===== config.mk =====
export PLATFORM = sky130hd
export DESIGN_NAME = mutex_table_with_wait_bitmaps_core
export DESIGN_NICKNAME = d
export VERILOG_FILES = /design/src/sv/mtwb_pkg.sv /design/src/sv/mutex_table_with_wait_bitmaps_core.sv
export SDC_FILE = /design/constraint.sdc
export NUM_CORES = 1
export LEC_CHECK = 0
export ABC_CLOCK_PERIOD_IN_PS = 4200
export BUFFER_PORTS_ARGS = -buffer_cell sky130_fd_sc_hd__buf_2
export CAP_MARGIN = 20
export CORE_ASPECT_RATIO = 1.5
export CORE_UTILIZATION = 55
export CTS_CLUSTER_SIZE = 40
export DETAILED_ROUTE_END_ITERATION = 6
export PLACE_DENSITY = 0.85
export SYNTH_ARGS = -nofsm -noshare
export SYNTH_HDL_FRONTEND = slang
export SYNTH_SLANG_ARGS = --single-unit

===== constraint.sdc =====
create_clock -name clock -period 4.2 [get_ports clock]
set_input_delay 0.42 -clock clock [delete_from_list [all_inputs] [get_ports clock]]
set_output_delay 0.42 -clock clock [all_outputs]
set_load 0.1 [all_outputs]

===== src/sv/mtwb_pkg.sv =====
// Shared constants and types for the mutex table with wait bitmaps.
`default_nettype none

package mtwb_pkg;

   // Default sizes
   localparam int DEF_MUTEX_COUNT  = 8;
   localparam int DEF_THREAD_COUNT = 32;

   // Stream widths
   localparam int REQ_TDATA_W = 72;
   localparam int REQ_TUSER_W = 3;
   localparam int RSP_TDATA_W = 48;
   localparam int RSP_TUSER_W = 4;

   // Request modes
   localparam logic [2:0] MODE_ALLOC  = 3'd0;
   localparam logic [2:0] MODE_FREE   = 3'd1;
   localparam logic [2:0] MODE_LOCK   = 3'd2;
   localparam logic [2:0] MODE_TLOCK  = 3'd3;
   localparam logic [2:0] MODE_UNLOCK = 3'd4;

   // Response status codes
   localparam logic [3:0] ST_RELEASED  = 4'd0;
   localparam logic [3:0] ST_HANDOFF   = 4'd1;
   localparam logic [3:0] ST_ACQUIRED  = 4'd2;
   localparam logic [3:0] ST_QUEUED    = 4'd3;
   localparam logic [3:0] ST_NOT_ALLOC = 4'd4;
   localparam logic [3:0] ST_NOT_OWNER = 4'd5;
   localparam logic [3:0] ST_ALLOCATED = 4'd6;
   localparam logic [3:0] ST_NONE_FREE = 4'd7;
   localparam logic [3:0] ST_FREED     = 4'd8;

   // Control sequencer states
   typedef enum logic [1:0] {
      FSM_IDLE = 2'b01,
      FSM_EXEC = 2'b10
   } fsm_type;

endpackage

`default_nettype wire


===== src/sv/mutex_table_with_wait_bitmaps_core.sv =====
// Mutex table with per-mutex wait bitmaps: top level.
// A request and its mutex entry are registered on acceptance; the read-modify-write of the entry
// then completes once the output register is free, and no new request is taken until it has.
// A request is taken while the previous response still waits in the output register.
// Reset (synchronous): allocation map, clock-wait map and entry valid bits clear, check enabled.
// Entries never written since reset read as free with no waiters; no clearing pass.
`default_nettype none

module mutex_table_with_wait_bitmaps_core
   import mtwb_pkg::*;
#(
   parameter int MUTEX_COUNT  = DEF_MUTEX_COUNT,
   parameter int THREAD_COUNT = DEF_THREAD_COUNT
) (
   input  wire                    clock,
   input  wire                    reset,
   // request stream
   input  wire                    req_tvalid,
   output logic                   req_tready,
   // [2:0] mutex_id, [7:3] thread_id, [39:8] timeout_ms, [71:40] now_tick
   input  wire [REQ_TDATA_W-1:0]  req_tdata,
   // [2:0] mode
   input  wire [REQ_TUSER_W-1:0]  req_tuser,
   // response stream
   output logic                   rsp_tvalid,
   input  wire                    rsp_tready,
   // [2:0] mutex_out, [3] caller_waits, [4] caller_preset_timeout,
   // [36:5] deadline, [37] wake_valid, [42:38] wake_thread, [47:43] zero
   output logic [RSP_TDATA_W-1:0] rsp_tdata,
   // [3:0] status
   output logic [RSP_TUSER_W-1:0] rsp_tuser,
   // configuration write
   input  wire                    csr_valid,
   output logic                   csr_ready,
   input  wire                    csr_wdata
);

   localparam int MIDX_W = (MUTEX_COUNT > 1) ? $clog2(MUTEX_COUNT) : 1;
   localparam int TIDX_W = $clog2(THREAD_COUNT);

   typedef struct packed {
      logic                    held;
      logic [TIDX_W-1:0]       owner;
      logic [THREAD_COUNT-1:0] waiters;
   } entry_type;

   // Control and configuration state
   fsm_type                 state_ff, state_in;
   logic                    chk_en_ff;
   logic [MUTEX_COUNT-1:0]  alloc_ff, alloc_in;
   logic [THREAD_COUNT-1:0] cwait_ff, cwait_in;
   logic [MUTEX_COUNT-1:0]  ent_vld_ff;

   // Captured request
   logic [2:0]  mode_ff;
   logic [2:0]  mid_ff;
   logic [4:0]  tid_ff;
   logic [31:0] tmo_ff;
   logic [31:0] now_ff;

   // Memories
   entry_type   ent_mem [MUTEX_COUNT];
   logic [31:0] dl_mem  [THREAD_COUNT];
   entry_type   rd_data_ff;
   logic        rd_vld_ff;

   // Response register
   logic                   rsp_vld_ff;
   logic [RSP_TDATA_W-1:0] rsp_data_ff, rsp_data_in;
   logic [RSP_TUSER_W-1:0] rsp_user_ff, rsp_user_in;

   // Request unpacking
   logic [2:0]  req_mode;
   logic [2:0]  req_mid;
   logic [MIDX_W-1:0] req_addr;

   // Update path
   logic              accept;
   logic              fire;
   logic [MIDX_W-1:0] maddr;
   logic [TIDX_W-1:0] taddr;
   logic              m_ok;
   logic              t_ok;
   logic              m_alloc;
   entry_type         ent, ent_new;
   logic              ent_wr;
   logic              dl_wr;
   logic              free_found;
   logic [MIDX_W-1:0] free_idx;
   logic              wait_found;
   logic [TIDX_W-1:0] wait_idx;
   logic [3:0]        status;
   logic [2:0]        mout;
   logic              waits;
   logic              preset;
   logic [31:0]       dl;
   logic              wv;
   logic [4:0]        wt;

   assign req_mode = req_tuser[2:0];
   assign req_mid  = req_tdata[2:0];
   assign req_addr = MIDX_W'(req_mid);

   assign req_tready = (state_ff == FSM_IDLE);
   assign accept     = req_tvalid && req_tready;
   assign fire       = (state_ff == FSM_EXEC) && (!rsp_vld_ff || rsp_tready);
   assign csr_ready  = 1'b1;

   assign rsp_tvalid = rsp_vld_ff;
   assign rsp_tdata  = rsp_data_ff;
   assign rsp_tuser  = rsp_user_ff;

   // Sequencer
   always_comb begin
      state_in = state_ff;
      case (state_ff)
         FSM_IDLE: begin
            if (accept) state_in = FSM_EXEC;
         end
         FSM_EXEC: begin
            if (fire) state_in = FSM_IDLE;
         end
         default: state_in = FSM_IDLE;
      endcase
   end

   // Control registers
   always_ff @(posedge clock) begin
      if (reset) begin
         state_ff   <= FSM_IDLE;
         chk_en_ff  <= 1'b1;
         alloc_ff   <= '0;
         cwait_ff   <= '0;
         ent_vld_ff <= '0;
         rsp_vld_ff <= 1'b0;
      end else begin
         state_ff <= state_in;
         if (csr_valid) chk_en_ff <= csr_wdata;
         if (fire) begin
            alloc_ff <= alloc_in;
            cwait_ff <= cwait_in;
            if (ent_wr) ent_vld_ff[maddr] <= 1'b1;
         end
         if (fire) rsp_vld_ff <= 1'b1;
         else if (rsp_tready) rsp_vld_ff <= 1'b0;
      end
   end

   // Request capture and entry read
   always_ff @(posedge clock) begin
      if (accept) begin
         mode_ff    <= req_mode;
         mid_ff     <= req_mid;
         tid_ff     <= req_tdata[7:3];
         tmo_ff     <= req_tdata[39:8];
         now_ff     <= req_tdata[71:40];
         rd_data_ff <= ent_mem[req_addr];
         rd_vld_ff  <= ent_vld_ff[req_addr];
      end
   end

   // Entry and deadline write-back
   always_ff @(posedge clock) begin
      if (fire && ent_wr) ent_mem[maddr] <= ent_new;
      if (fire && dl_wr) dl_mem[taddr] <= dl;
   end

   // Response register
   always_ff @(posedge clock) begin
      if (fire) begin
         rsp_data_ff <= rsp_data_in;
         rsp_user_ff <= rsp_user_in;
      end
   end

   // Range checks and entry view
   assign maddr   = MIDX_W'(mid_ff);
   assign taddr   = TIDX_W'(tid_ff);
   assign m_ok    = {3'b000, mid_ff} < 6'(MUTEX_COUNT);
   assign t_ok    = {1'b0, tid_ff} < 6'(THREAD_COUNT);
   assign m_alloc = m_ok && alloc_ff[maddr];
   assign ent     = rd_vld_ff ? rd_data_ff : '0;

   // Lowest unallocated mutex
   always_comb begin
      free_found = 1'b0;
      free_idx   = '0;
      for (int i = MUTEX_COUNT - 1; i >= 0; i--) begin
         if (!alloc_ff[i]) begin
            free_found = 1'b1;
            free_idx   = MIDX_W'(i);
         end
      end
   end

   // Lowest waiting thread
   always_comb begin
      wait_found = 1'b0;
      wait_idx   = '0;
      for (int i = THREAD_COUNT - 1; i >= 0; i--) begin
         if (ent.waiters[i]) begin
            wait_found = 1'b1;
            wait_idx   = TIDX_W'(i);
         end
      end
   end

   // Request execution
   always_comb begin
      status   = ST_NOT_ALLOC;
      mout     = 3'd0;
      waits    = 1'b0;
      preset   = 1'b0;
      dl       = 32'd0;
      wv       = 1'b0;
      wt       = 5'd0;
      alloc_in = alloc_ff;
      cwait_in = cwait_ff;
      ent_new  = ent;
      ent_wr   = 1'b0;
      dl_wr    = 1'b0;
      case (mode_ff)
         MODE_ALLOC: begin
            status = ST_NONE_FREE;
            if (free_found) begin
               alloc_in[free_idx] = 1'b1;
               status = ST_ALLOCATED;
               mout   = 3'(free_idx);
            end
         end
         MODE_FREE: begin
            if (m_alloc) begin
               alloc_in[maddr] = 1'b0;
               status = ST_FREED;
            end
         end
         MODE_LOCK, MODE_TLOCK, MODE_UNLOCK: begin
            if (!m_ok || (chk_en_ff && !m_alloc)) begin
               status = ST_NOT_ALLOC;
            end else if (!t_ok) begin
               status = ST_NOT_OWNER;
            end else if (mode_ff == MODE_UNLOCK) begin
               if (!ent.held || ent.owner != taddr) begin
                  status = ST_NOT_OWNER;
               end else if (!wait_found) begin
                  // no waiter: release
                  ent_new.held  = 1'b0;
                  ent_new.owner = '0;
                  ent_wr = 1'b1;
                  status = ST_RELEASED;
               end else begin
                  // hand off to lowest waiter
                  ent_new.owner = wait_idx;
                  ent_new.waiters[wait_idx] = 1'b0;
                  cwait_in[wait_idx] = 1'b0;
                  ent_wr = 1'b1;
                  status = ST_HANDOFF;
                  mout   = mid_ff;
                  wv     = 1'b1;
                  wt     = 5'(wait_idx);
               end
            end else if (!ent.held) begin
               ent_new.held  = 1'b1;
               ent_new.owner = taddr;
               ent_wr = 1'b1;
               status = ST_ACQUIRED;
               mout   = mid_ff;
            end else begin
               // held: queue caller
               ent_new.waiters[taddr] = 1'b1;
               ent_wr = 1'b1;
               status = ST_QUEUED;
               waits  = 1'b1;
               if (mode_ff == MODE_TLOCK) begin
                  dl     = now_ff + tmo_ff;
                  dl_wr  = 1'b1;
                  cwait_in[taddr] = 1'b1;
                  preset = 1'b1;
               end
            end
         end
         default: begin
            status = ST_NOT_ALLOC;
         end
      endcase
   end

   // Response packing
   assign rsp_data_in = {5'd0, wt, wv, dl, preset, waits, mout};
   assign rsp_user_in = status;

endmodule

`default_nettype wire

# [Word-level counts from Yosys, hierarchy flattened]
# Memories as Yosys holds them, arrays and structs flattened. A register that Yosys moved wholly into a read port is not among the register bits.
# Index checks and enable logic that the tools add are counted.
# W data, S select, Z words.
[op_classes] n_bitwise=11 n_addsub=1 eq_ne=11 n_lt_le_gt_ge=9 muxes=134 reduce_logical=24
[ops] operator="$mux W38" n=5
[ops] operator="$mux W5" n=34
[ops] operator="$mux W32" n=2
[ops] operator="$mux W1" n=61
[ops] operator="$mux W3" n=15
[ops] operator="$add A32 B32 Y32" n=1
[ops] operator="$and A32 B32 Y32" n=1
[ops] operator="$not A32 Y32" n=1
[ops] operator="$or A32 B32 Y32" n=1
[ops] operator="$mux W8" n=2
[ops] operator="$or A8 B8 Y8" n=2
[ops] operator="$pmux W8 S2" n=1
[ops] operator="$lt A3 B4 Y1 const B" n=3
[ops] operator="$lt A5 B6 Y1 const B" n=2
[ops] operator="$mux W4" n=3
[ops] operator="$pmux W4 S3" n=1
[ops] operator="$demux W1 S5" n=2
[ops] operator="$ge A5 B1 Y1 const B" n=2
[ops] operator="$and A8 B8 Y8" n=1
[ops] operator="$logic_and A1 B1 Y1" n=8
[ops] operator="$not A8 Y8" n=1
[ops] operator="$reduce_or A4 Y1" n=2
[ops] operator="$bmux W1 S3" n=2
[ops] operator="$demux W1 S3" n=2
[ops] operator="21 further kinds" n=35
[totals] wordCells=208 out_inout_bits=55 input_bits=81 ramBits=304 memories=1 register_bits=143
[mem_list] memory="ent_mem" words=8 width=38 read_ports=1 rd_ports_with_merged_regs=1 write_ports=1 line="mutex_table_with_wait_bitmaps_core.sv:62" rtl="entry_type ent_mem [MUTEX_COUNT];"

# [Logic depth before layout (Yosys ltp)]
[logic_depth] depth_word=44 mapped_depth=10 ltp_nobuf=10

# [Worst setup path after synthesis]
# No wires, ideal clock.
[synth_path] kind="register to register" from="register state_ff[0]" to="register mid_ff[0] (netlist: maddr[0]) (enable)" n_path_buf=0 arrival_ns=4.513 synth_period_minus_slack_ns=4.998 setup_slack_ns=-0.798 path_stages_with_launch=3 required_time_ns=3.715 path_cell_list="dfxtp_1 > nor2b_1 > and2_1"
[synth_via] elab_chain_cells=2
[synth_rtl] item="start: declaration" line="mutex_table_with_wait_bitmaps_core.sv:48" rtl="fsm_type state_ff, state_in;"
[synth_rtl] item="start signal: assignment" line="mutex_table_with_wait_bitmaps_core.sv:137" rtl="state_ff <= state_in;"
[synth_rtl] item="$eq A2 B1 Y1" line="mutex_table_with_wait_bitmaps_core.sv:104" rtl="assign req_tready = (state_ff == FSM_IDLE);"
[synth_rtl] item="named net req_tready" line="mutex_table_with_wait_bitmaps_core.sv:19" rtl="output logic req_tready,"
[synth_rtl] item="$logic_and A1 B1 Y1" line="mutex_table_with_wait_bitmaps_core.sv:105" rtl="assign accept = req_tvalid && req_tready;"
[synth_rtl] item="named net accept" line="mutex_table_with_wait_bitmaps_core.sv:78" rtl="logic accept;"
[synth_rtl] item="end signal: assignment" line="mutex_table_with_wait_bitmaps_core.sv:153" rtl="mid_ff <= req_mid;"
[synth_rtl] item="end: declaration" line="mutex_table_with_wait_bitmaps_core.sv:56" rtl="logic [2:0] mid_ff;"
# The timed path passes the listed nets, and every way through them passes these cells.
# A chain may end at the register's enable or synchronous reset.

==> results.ini <==
[min_path]
worstHoldPathType=input pin to register
min_from=req_tdata[52]
min_to=now_ff[12]
hold-path-cell-count=1

[route]
antenna_left=0
routedWlPerCell_um=24.4
first_pass_iters=6
first_iter_violations=1273
viasPerCell=6.36
drc_errors=0
drt_wl_total_um=47400
vias=12300

[global_route]
track_usage_pct=24.7
antenna_found_initial=1
grt_pass1_vias=12500
grt.overflow.total=0
grt_pass1_wl_um=71400
grt_max_degree=80

[power]
comb_power_share_pct=8.6
irDropWorstVdd_uv=372
p_sw_share_pct=23.2
p_sw_mw=2.36
p_int_mw=7.81
power.leakage_nw=7.87
power.share.clock_pct=37.4
p_seq_share_pct=54.0
p_per_area_nw_per_um2=434

[logic_synthesis]
synth_seq_cells=485
synth_simple_gate_area_share_pct=7.13
synthFlopType=edfxtp_1
avgSynthCellArea_sq_um=16.3
synth-edff-count=465
synth_fa_ha_area_share_pct=1.96
yosys_warnings=0
synth_top_family_by_area=multiplexers
synthesis.area_sq_um=20800
synth_compound_area_share_pct=8.37
synthMuxAreaShare_pct=10.9
synth.distinct_cells=86
seq_area_frac_synth_pct=68.9
async_flop_share_pct=0
synth_xor_area_share_pct=0.882
synth_cells=1277

[place]
dp_slack_ns=0.816
placedCellCount=1862
dp_hpwl_um=30300
port_buffers=129
gp_congestion=0.985
place_area_sq_um=22100

[finish]
areaGrowthSynthToFinish_pct=12.5
stdcell_count=1940
drive_above_1_share_pct=26.0
final_area_sq_um=23500
layout.nets=1532
post-route-util_pct=62.6

[clocking]
path_clk_slew_ns=0.07
numCtsBuffers=43
cts_tree=done
holdBufCountCts=0
htree_levels=2
clockRootBuffer=clkbuf_16
cts.sinks=485
postCtsSetupBuffers=0
insertion_delay_ns=0.57
clockBufferDepth=3
cts_resized=0

[critical_path]
r2r_setup_slack_ns=0.71
reg2reg_to=ent_mem[7][31]
cp.required_ns=4.47
cp_max_fo=48
critPathBufInv=1
path_class=register to register
crit_path_end_kind=register
reg2reg_depth=8
critPathTopFamily=simple AND/OR/NAND/NOR gates
worst_setup_path_start_kind=register
cp_slowest_cell=nor4_1
path_cells=buf_4 > and2b_1 > nand3_1 > a21oi_1 > nor4_1 > nor2_1 > and2_1 > a31oi_1
path_depth=8
cpPeakStageDelay_ns=0.63
rr_startpoint=rd_vld_ff
critPathLaunch=rd_vld_ff
crit_arrival_ns=3.76

[floorplan]
fp-row-count=87
start_util_pct=55.7
coreArea_sq_um=37400
fp.dieH_um=240
io_pins=136
die_area_sq_um=38700
fp.dieW_um=161

[timing]
fin_crit_sh_pct=83.1
hold_ws_ns=0.0331
relSlewSlack_pct=33.6
max_freq_mhz=286
fin_ws_ns=0.709
finalHoldViolCount=0
grt_setup_unrepaired=false
drv_slew=0
finalCriticalPeriod_ns=3.49
final-setup-viol-count=0
fin_skew_ns=0.0180
worst_pin_slew_ns=0.996

[run_status]
outcome=completed

[run]
maxCapViolCount=0

placed cells by master (no fill, tap or decap), types with 19 or more instances in the layout:
| cell type | synthesis | layout |
|---|---|---|
| a21oi_1 | 72 | 72 |
| a22oi_1 | 31 | 31 |
| buf_2 | 18 | 127 |
| buf_4 | 7 | 23 |
| clkbuf_16 | 0 | 45 |
| dfxtp_1 | 20 | 20 |
| edfxtp_1 | 465 | 465 |
| ha_1 | 31 | 31 |
| inv_1 | 20 | 19 |
| mux2_2 | 39 | 39 |
| mux4_2 | 78 | 78 |
| nand2_1 | 50 | 50 |
| nor2_1 | 75 | 75 |
| nor3_1 | 37 | 37 |
| o21ai_0 | 22 | 22 |
synth_stat cells (5+ instances only):
master / count / share of area (%)
edfxtp_1: 465 / 67
xor2_1: 10 / 0.42
o31ai_1: 6 / 0.22
nor2_1: 75 / 1.4
a21boi_0: 5 / 0.18
buf_4: 7 / 0.25
clkbuf_1: 32 / 0.58
buf_2: 18 / 0.43
a21oi_1: 72 / 1.7
mux2i_1: 8 / 0.38
nor3b_1: 5 / 0.18
dfxtp_1: 20 / 1.9
a21o_1: 8 / 0.29
nand3_1: 9 / 0.22
nor3_1: 37 / 0.89
mux4_2: 78 / 8.4
nand2b_1: 15 / 0.45
a32o_1: 6 / 0.29
o21ba_2: 6 / 0.29
o21ai_0: 22 / 0.53
and2_1: 11 / 0.33
xnor2_1: 11 / 0.46
a211o_1: 5 / 0.21
o21a_1: 16 / 0.58
nand2_1: 50 / 0.90
and3_1: 12 / 0.36
ha_1: 31 / 1.9
inv_1: 20 / 0.36
a211oi_1: 5 / 0.18
a31oi_1: 17 / 0.51
nor2b_1: 18 / 0.54
nor4_2: 5 / 0.30
a22oi_1: 31 / 1.1
mux2_2: 39 / 2.1
nand4_1: 11 / 0.33
sequential cells by signal (all words and copies together), names as in the netlist, 2 cells and up:
name / cells
rsp_tuser: 4
now_ff: 32
tmo_ff: 32
taddr: 5
ent_mem: 304
mode_ff: 3
rsp_tdata: 43
ent_vld_ff: 8
rd_data_ff: 38
maddr: 3
state_ff: 2
alloc_ff: 8
worst reg2reg max path, stage by stage (launching register included):
cell and delay [ns]:
edfxtp_1 0.59, buf_4 0.38, and2b_1 0.28, nand3_1 0.08, a21oi_1 0.05, nor4_1 0.63
nor2_1 0.26, and2_1 0.35, a31oi_1 0.58
power groups by stage:
stage                     clock network [mW]  registers, mW  logic (mW)
final                                   3.81           5.49       0.876
after global routing                    4.02           5.50       0.940
after CTS                               3.85           5.49       0.869
after detailed placement                   0           5.59       0.860
after global placement                     0           5.59       0.833
after floorplan                            0           5.61       0.598
how the worst max path moves through the flow:
stage | to | slack (ns)
floorplan | ent_mem[0][0] | -0.01
global placement | ent_mem[1][25] | 0.92
detailed placement | ent_mem[2][23] | 0.82
CTS | ent_mem[7][31] | 0.79
global route | ent_mem[6][0] | 0.49
finish | ent_mem[7][31] | 0.71
final cells by class:
| class | count | area (sq um) |
|---|---|---|
| Timing Repair Buffer | 154 | 896 |
| Antenna cell | 1 | 2.50 |
| Fill cell | 2601 | 14000 |
| Sequential cell | 485 | 14400 |
| Inverter | 21 | 78.8 |
| Clock buffer | 50 | 1140 |
| Tap cell | 489 | 612 |
| Clock inverter | 26 | 190 |
| Multi-Input combinational cell | 714 | 6170 |
kinds of logic (layout without fill, tap and decap cells):
group                    after synthesis  count (layout)
buffers and inverters                 82             251
AO/OA/AOI/OAI                        251             251
flip-flops                           485             485
other                                  2               7
adder cells (fa/ha/maj)               32              32
multiplexers                         125             125
AND/OR/NAND/NOR                      279             279
XOR/XNOR                              21              21
metrics by stage:
| step | total power, mW | setup TNS (ns) |
|---|---|---|
| after floorplan | 6.21 | -1.47 |
| after global placement | 6.42 | 0 |
| after detailed placement | 6.45 | 0 |
| after CTS | 10.2 | 0 |
| after global routing | 10.5 | 0 |
| final | 10.2 | 0 |
routing by layer:
metal  GRT usage, %  vias up  part of all wire [%]
li1               -     5402                     -
met1           29.1     6167                    36
met5              0        -                     0
met3           3.64      146                   7.0
met4           11.5        0                   4.5
met2           44.5      626                    53
No activity file was read; power rests on OpenSTA's default activity.
